==> config.mk <==
export PLATFORM = sky130hd
export DESIGN_NAME = uart_fifo_interrupt_registers
export DESIGN_NICKNAME = d
export VERILOG_FILES = /design/src/ufir_pkg.sv /design/src/ufir_fifo.sv /design/src/uart_fifo_interrupt_registers.sv
export SDC_FILE = /design/constraint.sdc
export NUM_CORES = 1
export LEC_CHECK = 0
export CAP_MARGIN = 20
export CORE_MARGIN = 3
export CORE_UTILIZATION = 41
export CTS_BUF_LIST = sky130_fd_sc_hd__clkbuf_8 sky130_fd_sc_hd__clkbuf_16
export DETAILED_ROUTE_END_ITERATION = 10
export DONT_BUFFER_PORTS = 1
export MAX_ROUTING_LAYER = met4
export PLACE_DENSITY = 0.54
export SYNTH_ARGS = -nofsm -noshare
export SYNTH_HDL_FRONTEND = slang
export SYNTH_HIERARCHICAL = 1
export SYNTH_SLANG_ARGS = --single-unit
==> constraint.sdc <==
create_clock -name clock -period 5.5 [get_ports clock]
set_input_delay 0.825 -clock clock [delete_from_list [all_inputs] [get_ports clock]]
set_output_delay 0.825 -clock clock [all_outputs]
set_load 0.01 [all_outputs]
==> src/ufir_pkg.sv <==
// Shared types, register offsets, bit positions and reset values for the UART register block.
`default_nettype none

package ufir_pkg;

   // Width used for FIFO levels and trigger compares; it covers depths up to 127.
   localparam int LEVEL_W = 7;

   localparam int RX_DEPTH_DEFAULT = 16;
   localparam int TX_DEPTH_DEFAULT = 16;

   typedef enum logic [1:0] {
      FUNC_WRITE = 2'd0,
      FUNC_READ  = 2'd1,
      FUNC_LINE  = 2'd2,
      FUNC_TICK  = 2'd3
   } func_type;

   localparam logic [1:0] MODE_NORMAL = 2'd0;
   localparam logic [1:0] MODE_ECHO   = 2'd1;
   localparam logic [1:0] MODE_LLOOP  = 2'd2;
   localparam logic [1:0] MODE_RLOOP  = 2'd3;

   localparam logic [4:0] REG_CONTROL      = 5'd0;
   localparam logic [4:0] REG_MODE         = 5'd1;
   localparam logic [4:0] REG_IRQ_ENABLE   = 5'd2;
   localparam logic [4:0] REG_IRQ_DISABLE  = 5'd3;
   localparam logic [4:0] REG_IRQ_MASK     = 5'd4;
   localparam logic [4:0] REG_IRQ_STATUS   = 5'd5;
   localparam logic [4:0] REG_BAUD_GEN     = 5'd6;
   localparam logic [4:0] REG_RX_TIMEOUT   = 5'd7;
   localparam logic [4:0] REG_RX_TRIGGER   = 5'd8;
   localparam logic [4:0] REG_MODEM_CTRL   = 5'd9;
   localparam logic [4:0] REG_MODEM_STAT   = 5'd10;
   localparam logic [4:0] REG_CHAN_STATUS  = 5'd11;
   localparam logic [4:0] REG_DATA         = 5'd12;
   localparam logic [4:0] REG_BAUD_DIV     = 5'd13;
   localparam logic [4:0] REG_FLOW_DELAY   = 5'd14;
   localparam logic [4:0] REG_PULSE_MIN    = 5'd15;
   localparam logic [4:0] REG_PULSE_WIDTH  = 5'd16;
   localparam logic [4:0] REG_TX_TRIGGER   = 5'd17;

   // Control register bits.
   localparam int CR_SRR = 0;
   localparam int CR_SRT = 1;
   localparam int CR_RE  = 2;
   localparam int CR_RD  = 3;
   localparam int CR_TE  = 4;
   localparam int CR_TD  = 5;

   // Interrupt status bits.
   localparam int IS_RTR = 0;
   localparam int IS_RE  = 1;
   localparam int IS_RF  = 2;
   localparam int IS_TE  = 3;
   localparam int IS_TF  = 4;
   localparam int IS_RO  = 5;
   localparam int IS_RT  = 8;
   localparam int IS_TI  = 10;
   localparam int IS_TO  = 12;

   // Channel status bits.
   localparam int CS_RTS = 0;
   localparam int CS_RES = 1;
   localparam int CS_RFS = 2;
   localparam int CS_TES = 3;
   localparam int CS_TFS = 4;
   localparam int CS_FTS = 13;

   localparam logic [8:0]  CTRL_RESET     = 9'h128;
   localparam logic [12:0] IS_RESET       = 13'h00A;
   localparam logic [13:0] CS_RESET       = 14'h000A;
   localparam logic [15:0] BAUD_GEN_RESET = 16'd4747;
   localparam logic [7:0]  BAUD_DIV_RESET = 8'd15;

   typedef struct packed {
      logic clear;
      logic push;
      logic pop;
   } fifo_cmd_type;

   // Channel status as derived from the two FIFO levels.
   function automatic logic [13:0] chan_bits(input logic [LEVEL_W-1:0] rx_lvl,
                                             input logic [LEVEL_W-1:0] tx_lvl,
                                             input logic [LEVEL_W-1:0] trig,
                                             input logic [LEVEL_W-1:0] rx_depth,
                                             input logic [LEVEL_W-1:0] tx_depth);
      logic [13:0] s;
      s = '0;
      s[CS_RES] = (rx_lvl == '0);
      s[CS_RTS] = (rx_lvl >= trig);
      s[CS_RFS] = (rx_lvl == rx_depth);
      s[CS_TES] = (tx_lvl == '0);
      s[CS_FTS] = (tx_lvl >= tx_depth);
      s[CS_TFS] = (tx_lvl == tx_depth);
      return s;
   endfunction

   // Interrupt status bits that a channel status word sets.
   function automatic logic [12:0] status_from_chan(input logic [13:0] s);
      logic [12:0] b;
      b = '0;
      b[IS_RTR] = s[CS_RTS];
      b[IS_RE]  = s[CS_RES];
      b[IS_RF]  = s[CS_RFS];
      b[IS_TE]  = s[CS_TES];
      b[IS_TF]  = s[CS_TFS];
      b[IS_TI]  = s[CS_FTS];
      return b;
   endfunction

endpackage

`default_nettype wire

==> src/ufir_fifo.sv <==
// Byte FIFO with head pointer and fill count, read combinationally at the head.
`default_nettype none

module ufir_fifo
   import ufir_pkg::*;
#(
   parameter int DEPTH = RX_DEPTH_DEFAULT
) (
   input  wire                            clock,
   input  wire                            reset,
   input  wire fifo_cmd_type              cmd,
   input  wire  [7:0]                     wr_byte,
   output logic [7:0]                     rd_byte,
   output logic [$clog2(DEPTH+1)-1:0]     level,
   output logic [$clog2(DEPTH+1)-1:0]     level_next
);

   localparam int PTR_W = (DEPTH > 1) ? $clog2(DEPTH) : 1;
   localparam int CNT_W = $clog2(DEPTH + 1);
   localparam int SUM_W = CNT_W + 1;

   logic [7:0]       store_ff [DEPTH];
   logic [PTR_W-1:0] head_ff, head_in;
   logic [CNT_W-1:0] count_ff, count_in;
   logic [SUM_W-1:0] tail_sum;
   logic [PTR_W-1:0] tail;
   logic             full;
   logic             do_push, do_pop;

   assign full     = (count_ff == CNT_W'(DEPTH));
   assign do_push  = cmd.push && !full && !cmd.clear;
   assign do_pop   = cmd.pop && (count_ff != '0) && !cmd.clear;

   // Head plus count stays below twice the depth, so one subtract wraps it.
   assign tail_sum = SUM_W'(head_ff) + SUM_W'(count_ff);
   assign tail     = (tail_sum >= SUM_W'(DEPTH)) ? PTR_W'(tail_sum - SUM_W'(DEPTH))
                                                 : PTR_W'(tail_sum);

   always_comb begin
      head_in  = head_ff;
      count_in = count_ff;
      if (cmd.clear) begin
         head_in  = '0;
         count_in = '0;
      end else if (do_push) begin
         count_in = count_ff + CNT_W'(1);
      end else if (do_pop) begin
         head_in  = (head_ff == PTR_W'(DEPTH - 1)) ? '0 : head_ff + PTR_W'(1);
         count_in = count_ff - CNT_W'(1);
      end
   end

   always_ff @(posedge clock) begin
      if (reset) begin
         head_ff  <= '0;
         count_ff <= '0;
      end else begin
         head_ff  <= head_in;
         count_ff <= count_in;
      end
   end

   always_ff @(posedge clock) begin
      if (do_push) begin
         store_ff[tail] <= wr_byte;
      end
   end

   assign rd_byte    = store_ff[head_ff];
   assign level      = count_ff;
   assign level_next = count_in;

endmodule

`default_nettype wire

==> src/uart_fifo_interrupt_registers.sv <==
// Top level: UART register view with receive and transmit FIFOs and sticky interrupts.
//
// The req_ channel carries one item per handshake: req_tuser holds the item kind
// (bus write, bus read, line byte received, transmitter ready) and req_tdata the
// register offset, the write data and the received line byte. Every item yields
// exactly one item on the rsp_ channel: read data, the interrupt line, and the
// byte leaving the transmit FIFO with its valid flag in rsp_tuser.
// The item accepted at a clock edge updates all registers and FIFOs at that
// edge, and its result is presented from the output register right after it.
// Throughput is one item per cycle while results are taken; the FIFO update
// and the status refresh fit between the input handshake and the output register.
// When the receiver stalls, the held result blocks new items only while it is
// not taken; req_tready is high whenever the output register is empty or is
// being emptied in the same cycle.
// Synchronous reset empties both FIFOs, loads the register reset values
// (control 0x128, status 0x00A, channel status 0x00A, baud values 4747 and 15,
// receive trigger equal to the receive depth) and drops rsp_tvalid.
`default_nettype none

module uart_fifo_interrupt_registers
   import ufir_pkg::*;
#(
   parameter int RX_DEPTH = RX_DEPTH_DEFAULT,
   parameter int TX_DEPTH = TX_DEPTH_DEFAULT
) (
   input  wire         clock,
   input  wire         reset,
   input  wire         req_tvalid,
   output logic        req_tready,
   input  wire  [47:0] req_tdata,  // reg_index[4:0], write_data[36:5], line_byte[44:37], zeros
   input  wire  [1:0]  req_tuser,  // func[1:0]
   output logic        rsp_tvalid,
   input  wire         rsp_tready,
   output logic [47:0] rsp_tdata,  // read_data[31:0], irq_out[32], tx_byte[40:33], zeros
   output logic [0:0]  rsp_tuser   // tx_valid[0]
);

   localparam int RX_CNT_W = $clog2(RX_DEPTH + 1);
   localparam int TX_CNT_W = $clog2(TX_DEPTH + 1);

   func_type    func;
   logic [4:0]  reg_index;
   logic [31:0] write_data;
   logic [7:0]  line_byte;
   logic        take;
   logic [1:0]  mode;

   logic [8:0]  ctrl_ff, ctrl_in;
   logic [9:0]  mode_ff, mode_in;
   logic [12:0] mask_ff, mask_in;
   logic [12:0] status_ff, status_in;
   logic [13:0] chan_ff, chan_in;
   logic [15:0] baud_gen_ff, baud_gen_in;
   logic [7:0]  baud_div_ff, baud_div_in;
   logic [7:0]  timeout_ff, timeout_in;
   logic [5:0]  trigger_ff, trigger_in;
   logic [31:0] modem_ctrl_ff, modem_ctrl_in;
   logic [31:0] modem_stat_ff, modem_stat_in;
   logic        irq_ff, irq_in;

   logic        rsp_valid_ff;
   logic [31:0] read_data_ff, read_data_in;
   logic [7:0]  tx_byte_ff, tx_byte_in;
   logic        tx_valid_ff;

   fifo_cmd_type        rx_cmd, tx_cmd;
   logic [7:0]          rx_wr, tx_wr, rx_rd, tx_rd;
   logic [RX_CNT_W-1:0] rx_level_raw, rx_next_raw;
   logic [TX_CNT_W-1:0] tx_level_raw, tx_next_raw;
   logic [LEVEL_W-1:0]  rx_level, rx_next, tx_level, tx_next;
   logic [LEVEL_W-1:0]  rx_depth_l, tx_depth_l, trig_l;

   logic is_write, is_read, is_line, is_tick;
   logic rx_try, tx_try, rx_push, tx_push, rx_pop, tx_pop;
   logic rx_full, tx_full, refresh, irq_reg_write;

   assign func       = func_type'(req_tuser);
   assign reg_index  = req_tdata[4:0];
   assign write_data = req_tdata[36:5];
   assign line_byte  = req_tdata[44:37];

   assign req_tready = !rsp_valid_ff || rsp_tready;
   assign take       = req_tvalid && req_tready;
   assign mode       = mode_ff[9:8];

   assign is_write = (func == FUNC_WRITE);
   assign is_read  = (func == FUNC_READ);
   assign is_line  = (func == FUNC_LINE);
   assign is_tick  = (func == FUNC_TICK);

   assign rx_level   = LEVEL_W'(rx_level_raw);
   assign rx_next    = LEVEL_W'(rx_next_raw);
   assign tx_level   = LEVEL_W'(tx_level_raw);
   assign tx_next    = LEVEL_W'(tx_next_raw);
   assign rx_depth_l = LEVEL_W'(RX_DEPTH);
   assign tx_depth_l = LEVEL_W'(TX_DEPTH);
   assign trig_l     = LEVEL_W'(trigger_ff);
   assign rx_full    = (rx_level == rx_depth_l);
   assign tx_full    = (tx_level == tx_depth_l);

   // Routing of bytes by channel mode; a line byte in echo mode goes to both FIFOs.
   assign rx_try = (is_write && reg_index == REG_DATA && mode == MODE_LLOOP)
                || (is_line && (mode == MODE_NORMAL || mode == MODE_ECHO));
   assign tx_try = (is_write && reg_index == REG_DATA && mode == MODE_NORMAL)
                || (is_line && (mode == MODE_ECHO || mode == MODE_RLOOP));
   assign rx_push = rx_try && !ctrl_ff[CR_RD] && ctrl_ff[CR_RE];
   assign tx_push = tx_try && !ctrl_ff[CR_TD] && ctrl_ff[CR_TE];
   assign rx_pop  = is_read && reg_index == REG_DATA && rx_level != '0;
   assign tx_pop  = is_tick && tx_level != '0;
   assign rx_wr   = is_line ? line_byte : write_data[7:0];
   assign tx_wr   = is_line ? line_byte : write_data[7:0];

   assign irq_reg_write = is_write && (reg_index == REG_IRQ_ENABLE
                                    || reg_index == REG_IRQ_DISABLE
                                    || reg_index == REG_IRQ_STATUS);
   assign refresh = rx_push || tx_push || rx_pop || tx_pop || irq_reg_write;

   always_comb begin
      rx_cmd.clear = take && is_write && reg_index == REG_CONTROL && write_data[CR_SRR];
      rx_cmd.push  = take && rx_push;
      rx_cmd.pop   = take && rx_pop;
      tx_cmd.clear = take && is_write && reg_index == REG_CONTROL && write_data[CR_SRT];
      tx_cmd.push  = take && tx_push;
      tx_cmd.pop   = take && tx_pop;
   end

   ufir_fifo #(.DEPTH(RX_DEPTH)) u_rx_fifo (
      .clock      (clock),
      .reset      (reset),
      .cmd        (rx_cmd),
      .wr_byte    (rx_wr),
      .rd_byte    (rx_rd),
      .level      (rx_level_raw),
      .level_next (rx_next_raw)
   );

   ufir_fifo #(.DEPTH(TX_DEPTH)) u_tx_fifo (
      .clock      (clock),
      .reset      (reset),
      .cmd        (tx_cmd),
      .wr_byte    (tx_wr),
      .rd_byte    (tx_rd),
      .level      (tx_level_raw),
      .level_next (tx_next_raw)
   );

   // Register writes and the status refresh.
   always_comb begin
      ctrl_in       = ctrl_ff;
      mode_in       = mode_ff;
      mask_in       = mask_ff;
      status_in     = status_ff;
      chan_in       = chan_ff;
      baud_gen_in   = baud_gen_ff;
      baud_div_in   = baud_div_ff;
      timeout_in    = timeout_ff;
      trigger_in    = trigger_ff;
      modem_ctrl_in = modem_ctrl_ff;
      modem_stat_in = modem_stat_ff;
      irq_in        = irq_ff;

      if (is_write) begin
         case (reg_index)
            REG_CONTROL:     ctrl_in       = {write_data[8:2], 2'b00};
            REG_MODE:        mode_in       = write_data[9:0];
            REG_IRQ_ENABLE:  mask_in       = mask_ff | write_data[12:0];
            REG_IRQ_DISABLE: mask_in       = mask_ff & ~write_data[12:0];
            REG_IRQ_STATUS:  status_in     = status_ff & ~write_data[12:0];
            REG_BAUD_GEN:    baud_gen_in   = write_data[15:0];
            REG_RX_TIMEOUT:  timeout_in    = write_data[7:0];
            REG_RX_TRIGGER:  trigger_in    = write_data[5:0];
            REG_MODEM_CTRL:  modem_ctrl_in = write_data;
            REG_MODEM_STAT:  modem_stat_in = write_data;
            REG_BAUD_DIV:    baud_div_in   = write_data[7:0];
            default:         ;
         endcase
      end

      if (rx_push && rx_full) begin
         status_in[IS_RO] = 1'b1;
      end
      if (rx_push && timeout_ff != '0) begin
         status_in[IS_RT] = 1'b1;
      end
      if (tx_push && tx_full) begin
         status_in[IS_TO] = 1'b1;
      end
      // An echoed byte refreshes once after the receive push, while the
      // transmit FIFO still has its old level, and again after the transmit push.
      if (rx_push && tx_push) begin
         status_in = status_in | status_from_chan(chan_bits(rx_next, tx_level, trig_l,
                                                            rx_depth_l, tx_depth_l));
      end
      if (refresh) begin
         chan_in   = chan_bits(rx_next, tx_next, trig_l, rx_depth_l, tx_depth_l);
         status_in = status_in | status_from_chan(chan_in);
         irq_in    = |(status_in & mask_in);
      end
   end

   always_comb begin
      read_data_in = '0;
      if (is_read) begin
         case (reg_index)
            REG_CONTROL:     read_data_in = 32'(ctrl_ff);
            REG_MODE:        read_data_in = 32'(mode_ff);
            REG_IRQ_MASK:    read_data_in = 32'(mask_ff);
            REG_IRQ_STATUS:  read_data_in = 32'(status_ff);
            REG_BAUD_GEN:    read_data_in = 32'(baud_gen_ff);
            REG_RX_TIMEOUT:  read_data_in = 32'(timeout_ff);
            REG_RX_TRIGGER:  read_data_in = 32'(trigger_ff);
            REG_MODEM_CTRL:  read_data_in = modem_ctrl_ff;
            REG_MODEM_STAT:  read_data_in = modem_stat_ff;
            REG_CHAN_STATUS: read_data_in = 32'(chan_ff);
            REG_DATA:        read_data_in = rx_pop ? 32'(rx_rd) : '0;
            REG_BAUD_DIV:    read_data_in = 32'(baud_div_ff);
            REG_TX_TRIGGER:  read_data_in = 32'(TX_DEPTH);
            default:         read_data_in = '0;
         endcase
      end
      tx_byte_in = tx_pop ? tx_rd : '0;
   end

   always_ff @(posedge clock) begin
      if (reset) begin
         ctrl_ff       <= CTRL_RESET;
         mode_ff       <= '0;
         mask_ff       <= '0;
         status_ff     <= IS_RESET;
         chan_ff       <= CS_RESET;
         baud_gen_ff   <= BAUD_GEN_RESET;
         baud_div_ff   <= BAUD_DIV_RESET;
         timeout_ff    <= '0;
         trigger_ff    <= 6'(RX_DEPTH);
         modem_ctrl_ff <= '0;
         modem_stat_ff <= '0;
         irq_ff        <= 1'b0;
         rsp_valid_ff  <= 1'b0;
      end else begin
         if (take) begin
            ctrl_ff       <= ctrl_in;
            mode_ff       <= mode_in;
            mask_ff       <= mask_in;
            status_ff     <= status_in;
            chan_ff       <= chan_in;
            baud_gen_ff   <= baud_gen_in;
            baud_div_ff   <= baud_div_in;
            timeout_ff    <= timeout_in;
            trigger_ff    <= trigger_in;
            modem_ctrl_ff <= modem_ctrl_in;
            modem_stat_ff <= modem_stat_in;
            irq_ff        <= irq_in;
         end
         if (take) begin
            rsp_valid_ff <= 1'b1;
         end else if (rsp_tready) begin
            rsp_valid_ff <= 1'b0;
         end
      end
   end

   always_ff @(posedge clock) begin
      if (take) begin
         read_data_ff <= read_data_in;
         tx_byte_ff   <= tx_byte_in;
         tx_valid_ff  <= tx_pop;
      end
   end

   assign rsp_tvalid = rsp_valid_ff;
   assign rsp_tdata  = {7'b0, tx_byte_ff, irq_ff, read_data_ff};
   assign rsp_tuser  = tx_valid_ff;

endmodule

`default_nettype wire

# After elaboration in Yosys (flattened, before gate mapping)

Memories as Yosys holds them, arrays and structs flattened. A register that Yosys moved wholly into a read port is not among the register bits.
Index checks and enable logic that the tools add are counted.

Output and inout port bits: 51
Logic and storage cells: 180
Bits in writable memories: 256
Flip-flop bits (word level): 204
Memories: 2
Bits of input ports: 54

Memories:

| memory             | words | width | read ports | clocked after memory_dff | write ports | RTL line        | RTL |
|---|---|---|---|---|---|---|---|
| u_rx_fifo.store_ff | 16    | 8     | 1          | 1                        | 1           | ufir_fifo.sv:22 | `logic [7:0] store_ff [DEPTH];` |
| u_tx_fifo.store_ff | 16    | 8     | 1          | 1                        | 1           | ufir_fifo.sv:22 |  |

Add/subtract/negate cells: 10
Mux-type cells: 30
Bitwise gates (word level): 9
Equality and inequality tests: 26
Reduce and logical (&&, ||, !) cells: 79
Order comparisons: 5

Operator list:

| operator            | number |
|---|---|
| $pmux 32 s13        | 1 |
| $mux 13             | 5 |
| $and 13x13->13      | 3 |
| $logic_and 1x1->1   | 34 |
| $eq 5x4->1 const B  | 6 |
| $mux 5              | 6 |
| $or 13x11->13       | 2 |
| $pmux 13 s2         | 1 |
| $eq 5x5->1 const B  | 5 |
| $mux 4              | 6 |
| $reduce_and 3->1    | 8 |
| $logic_not 7->1     | 3 |
| $eq 5x3->1 const B  | 4 |
| $mux 8              | 2 |
| $reduce_bool 7->1   | 2 |
| $not 13->13         | 1 |
| $or 13x13->13       | 1 |
| $reduce_or 13->1    | 1 |
| $add 4x5->6         | 2 |
| $ge 6x5->1 const B  | 2 |
| $logic_or 1x1->1    | 11 |
| $add 5x1->5 const B | 2 |
| $eq 5x2->1 const B  | 2 |
| $ge 5x5->1 const B  | 2 |
| other kinds (18)    | 47 |

# Depth between registers and ports, before layout

Depth in word-level cells: 17
Mapped depth: 19
Gate-level depth less buffers: 17

# Cells and area by module

Netlist, hierarchy kept.

By module, submodules not included:

| module                        | area each (µm²) | seq. area each (µm²) | times used | cells an instance |
|---|---|---|---|---|
| uart_fifo_interrupt_registers | 8956.1          | 4294.1               | 1          | 1020 |
| ufir_fifo (u_rx_fifo)         | 5760.5          | 4103.9               | 1          | 318 |
| ufir_fifo (u_tx_fifo)         | 5721.7          | 4103.9               | 1          | 313 |

# Least setup slack after synthesis

OpenSTA, ideal clock, no wires.

Path kind: input to register
Start point: in rsp_tready
End point: reg irq_ff
Stages on the path: 16
Data arrival time: 5.240 ns
Library setup time: 0.137 ns
Path slack: 0.124 ns
Buffers on the path: 2
Cell sequence: nand2b_1 -> nand2_1 -> buf_2 -> inv_2 -> clkbuf_1 -> and2_2 -> nor2b_1 -> o211ai_1 -> or3_1 -> a31oi_1 -> ha_1 -> and4b_1 -> a221oi_1 -> o22ai_2 -> nor4_2 -> a311oi_1

RTL lines:

| what                   | RTL line                             | RTL |
|---|---|---|
| start: declaration     | uart_fifo_interrupt_registers.sv:33  | `input wire rsp_tready,` |
| end signal: assignment | uart_fifo_interrupt_registers.sv:252 | `irq_ff <= irq_in;` |
| end: declaration       | uart_fifo_interrupt_registers.sv:59  | `logic irq_ff, irq_in;` |

==> impl_metrics.env <==
export IMPL_htreeDepth=2
export IMPL_yosys_warnings=6
export IMPL_timing_hold_ws_ns=0.335
export IMPL_antenna_found_initial=4
export IMPL_detail_route_antenna_nets=0
export IMPL_vias_per_cell=5.78
export IMPL_fin_crit_sh_pct=80.5
export IMPL_synthArstFlopShare_pct=0
export IMPL_synth_area_um2=20400
export IMPL_start_util_pct=41.7
export IMPL_synthTopCellsByArea="edfxtp_1 (44%), dfxtp_1 (18%), mux4_2 (7.1%), nand2_1 (4.9%), a21oi_1 (3.3%)"
export IMPL_drive_gt1_share_pct=13.8
export IMPL_die_w_um=229
export IMPL_fin_setup_tns_ns=0
export IMPL_synth_edff_count=297
export IMPL_post_dp_hpwl_um=35400
export IMPL_cts_setup_buffers=0
export IMPL_fin_area_um2=22800
export IMPL_yosysTopAreaCellShare_pct=43.6
export IMPL_arrival_ns=4.93
export IMPL_die_y_um=229
export IMPL_rsz0062_at_grt="false"
export IMPL_grt_pass1_vias=13300
export IMPL_cts_sinks=476
export IMPL_grt_pass1_wl_um=83700
export IMPL_hold_buffers=0
export IMPL_totalWireLength_um=55200
export IMPL_status="finished, final reports clean"
export IMPL_cellPowerDensity_nw_per_um2=325
export IMPL_drt_iter0_drc=1212
export IMPL_slew_headroom_pct=28.1
export IMPL_layout_nets=1708
export IMPL_cts_tree="yes"
export IMPL_grt_start_max_net_pins=141
export IMPL_wl_per_cell_um=23.5
export IMPL_path_max_fanout=13
export IMPL_start_kind="input pin"
export IMPL_clk_transition_reported_paths_ns=0.06
export IMPL_dieArea_um2=52600
export IMPL_synth_top_area_cell="edfxtp_1"
export IMPL_maxCapViolCount=0
export IMPL_fp_row_count=81
export IMPL_core_area_um2=49100
export IMPL_worstSkewPairLatency_ns=0.60
export IMPL_leakage_nw=7.38
export IMPL_vdd_drop_max_v=0.000218
export IMPL_area_delta_synth_final_pct=11.4
export IMPL_drc_errors=0
export IMPL_ys_ff_latch=476
export IMPL_synthFlopType="edfxtp_1"
export IMPL_seq_area_frac_synth_pct=61.2
export IMPL_place_area_um2=21100
export IMPL_worst_hold_path_type="in2reg"
export IMPL_synthTopCellsByCount="edfxtp_1 (297), nand2_1 (267), dfxtp_1 (179)"
export IMPL_drtPass1Iterations=5
export IMPL_fin_skew_ns=0.0280
export IMPL_report_final_slew_viol_count=0
export IMPL_numCtsBuffers=52
export IMPL_io_pins=105
export IMPL_yosysMostFrequentCell="edfxtp_1"
export IMPL_period_minus_slack_ns=4.43
export IMPL_end_kind="flip-flop"
export IMPL_gp_congestion=0.867
export IMPL_track_usage_pct=21.4
export IMPL_cts_max_path_buffers=3
export IMPL_vias=13600
export IMPL_avgSynthCellArea_um2=12.4
export IMPL_crit_required_ns=6.00
export IMPL_hold_violations=0
export IMPL_path_class="in2reg"
export IMPL_synth_distinct_cells=87
export IMPL_max_slew_worst_pin_slew_ns=1.07
export IMPL_overflow=0
export IMPL_portBuffers=0
export IMPL_fmax_mhz=226
export IMPL_post_cts_resized=0
export IMPL_setup_viol=0
export IMPL_fillCellCount=4428
export IMPL_cts_root_buf="clkbuf_16"
export IMPL_syn_instance_count=1651
==> report_power, final <==
group | internal [mW] | switching [mW]
logic | 0.0296 | 0.110
registers | 3.82 | 0.0185
clock network | 2.02 | 1.40
total | 5.88 | 1.53
==> per-stage QoR <==
step	worst slack, ns	power [mW]	std cells	util [%]
global route	0.949	7.66	2345	46.4
global placement	0.636	4.06	2245	43.0
detailed placement	0.577	4.06	2245	43.0
floorplan	0.124	4.04	1657	-
CTS	1.18	7.50	2341	46.4
finish	1.07	7.41	2345	46.4
==> cell families after synthesis <==
family	Yosys count	share of synthesized area, %
compound gates	338	11.2
xor+xnor	15	0.643
fa+ha+maj	19	1.24
buf+inv	140	3.16
flops	476	61.2
mux	111	9.49
other cells	1	0.0183
simple gates	551	13.1
==> final timing paths <==
check	from	endpoint	slack [ns]	depth (start not counted)
max reg2reg	rsp_tvalid	irq_ff	1.13	14
min	req_tdata[5]	mask_ff[0]	0.33	1
min reg2reg	modem_stat_ff[11]	modem_stat_ff[11]	0.45	2
max	req_tdata[4]	irq_ff	1.07	13
==> state kept, by name (all words and copies together), names as in the netlist, 7 cells and up, named ones only <==
register and cells:
u_tx_fifo/store_ff 128, status_ff 13, modem_stat_ff 32, mask_ff 13, u_rx_fifo/store_ff 128, mode_ff 10
ctrl_ff 7, read_data_ff 32, modem_ctrl_ff 32, tx_byte_ff 8, baud_div_ff 8, timeout_ff 8
baud_gen_ff 16
==> area by class of cell <==
type	instances	area, µm²	share of cell area, %
sequential	476	12500	54.9
multi-input combinational	1041	7320	32.2
clock buffer	54	1330	5.84
tap	664	831	3.65
clock inverter	42	359	1.58
timing repair buffer	47	353	1.55
inverter	17	63.8	0.280
antenna	4	10.0	0.0440
==> critical path, stage by stage <==
cell	delay [ns]
or3_1	0.42
nor3_2	0.15
and3_1	0.28
and2_1	0.41
nand2b_1	0.31
or2_1	0.37
mux2i_4	0.32
mux2_4	0.33
nor4_1	0.54
a22oi_1	0.26
a311oi_1	0.34
a211oi_1	0.09
a311oi_1	0.25
==> layout by cell type (no fill, tap or decap), drive strengths merged, types with 37 or more instances in the layout <==
cell type	instances
mux4	64
buf	47
dfxtp	179
nor2	95
clkbuf	54
a22oi	73
mux2i	37
nand2	268
edfxtp	297
a21oi	135
inv	37
==> per-layer routing <==
layer  part of all wire [%]  track usage, %  wire length (µm)
met3                    7.7            5.17              4260
met2                     46            32.8             25500
met4                    4.0            8.57              2220
met1                     42            27.6             23200
met5                      0               -                 0
No activity file was read; power rests on OpenSTA's default activity.
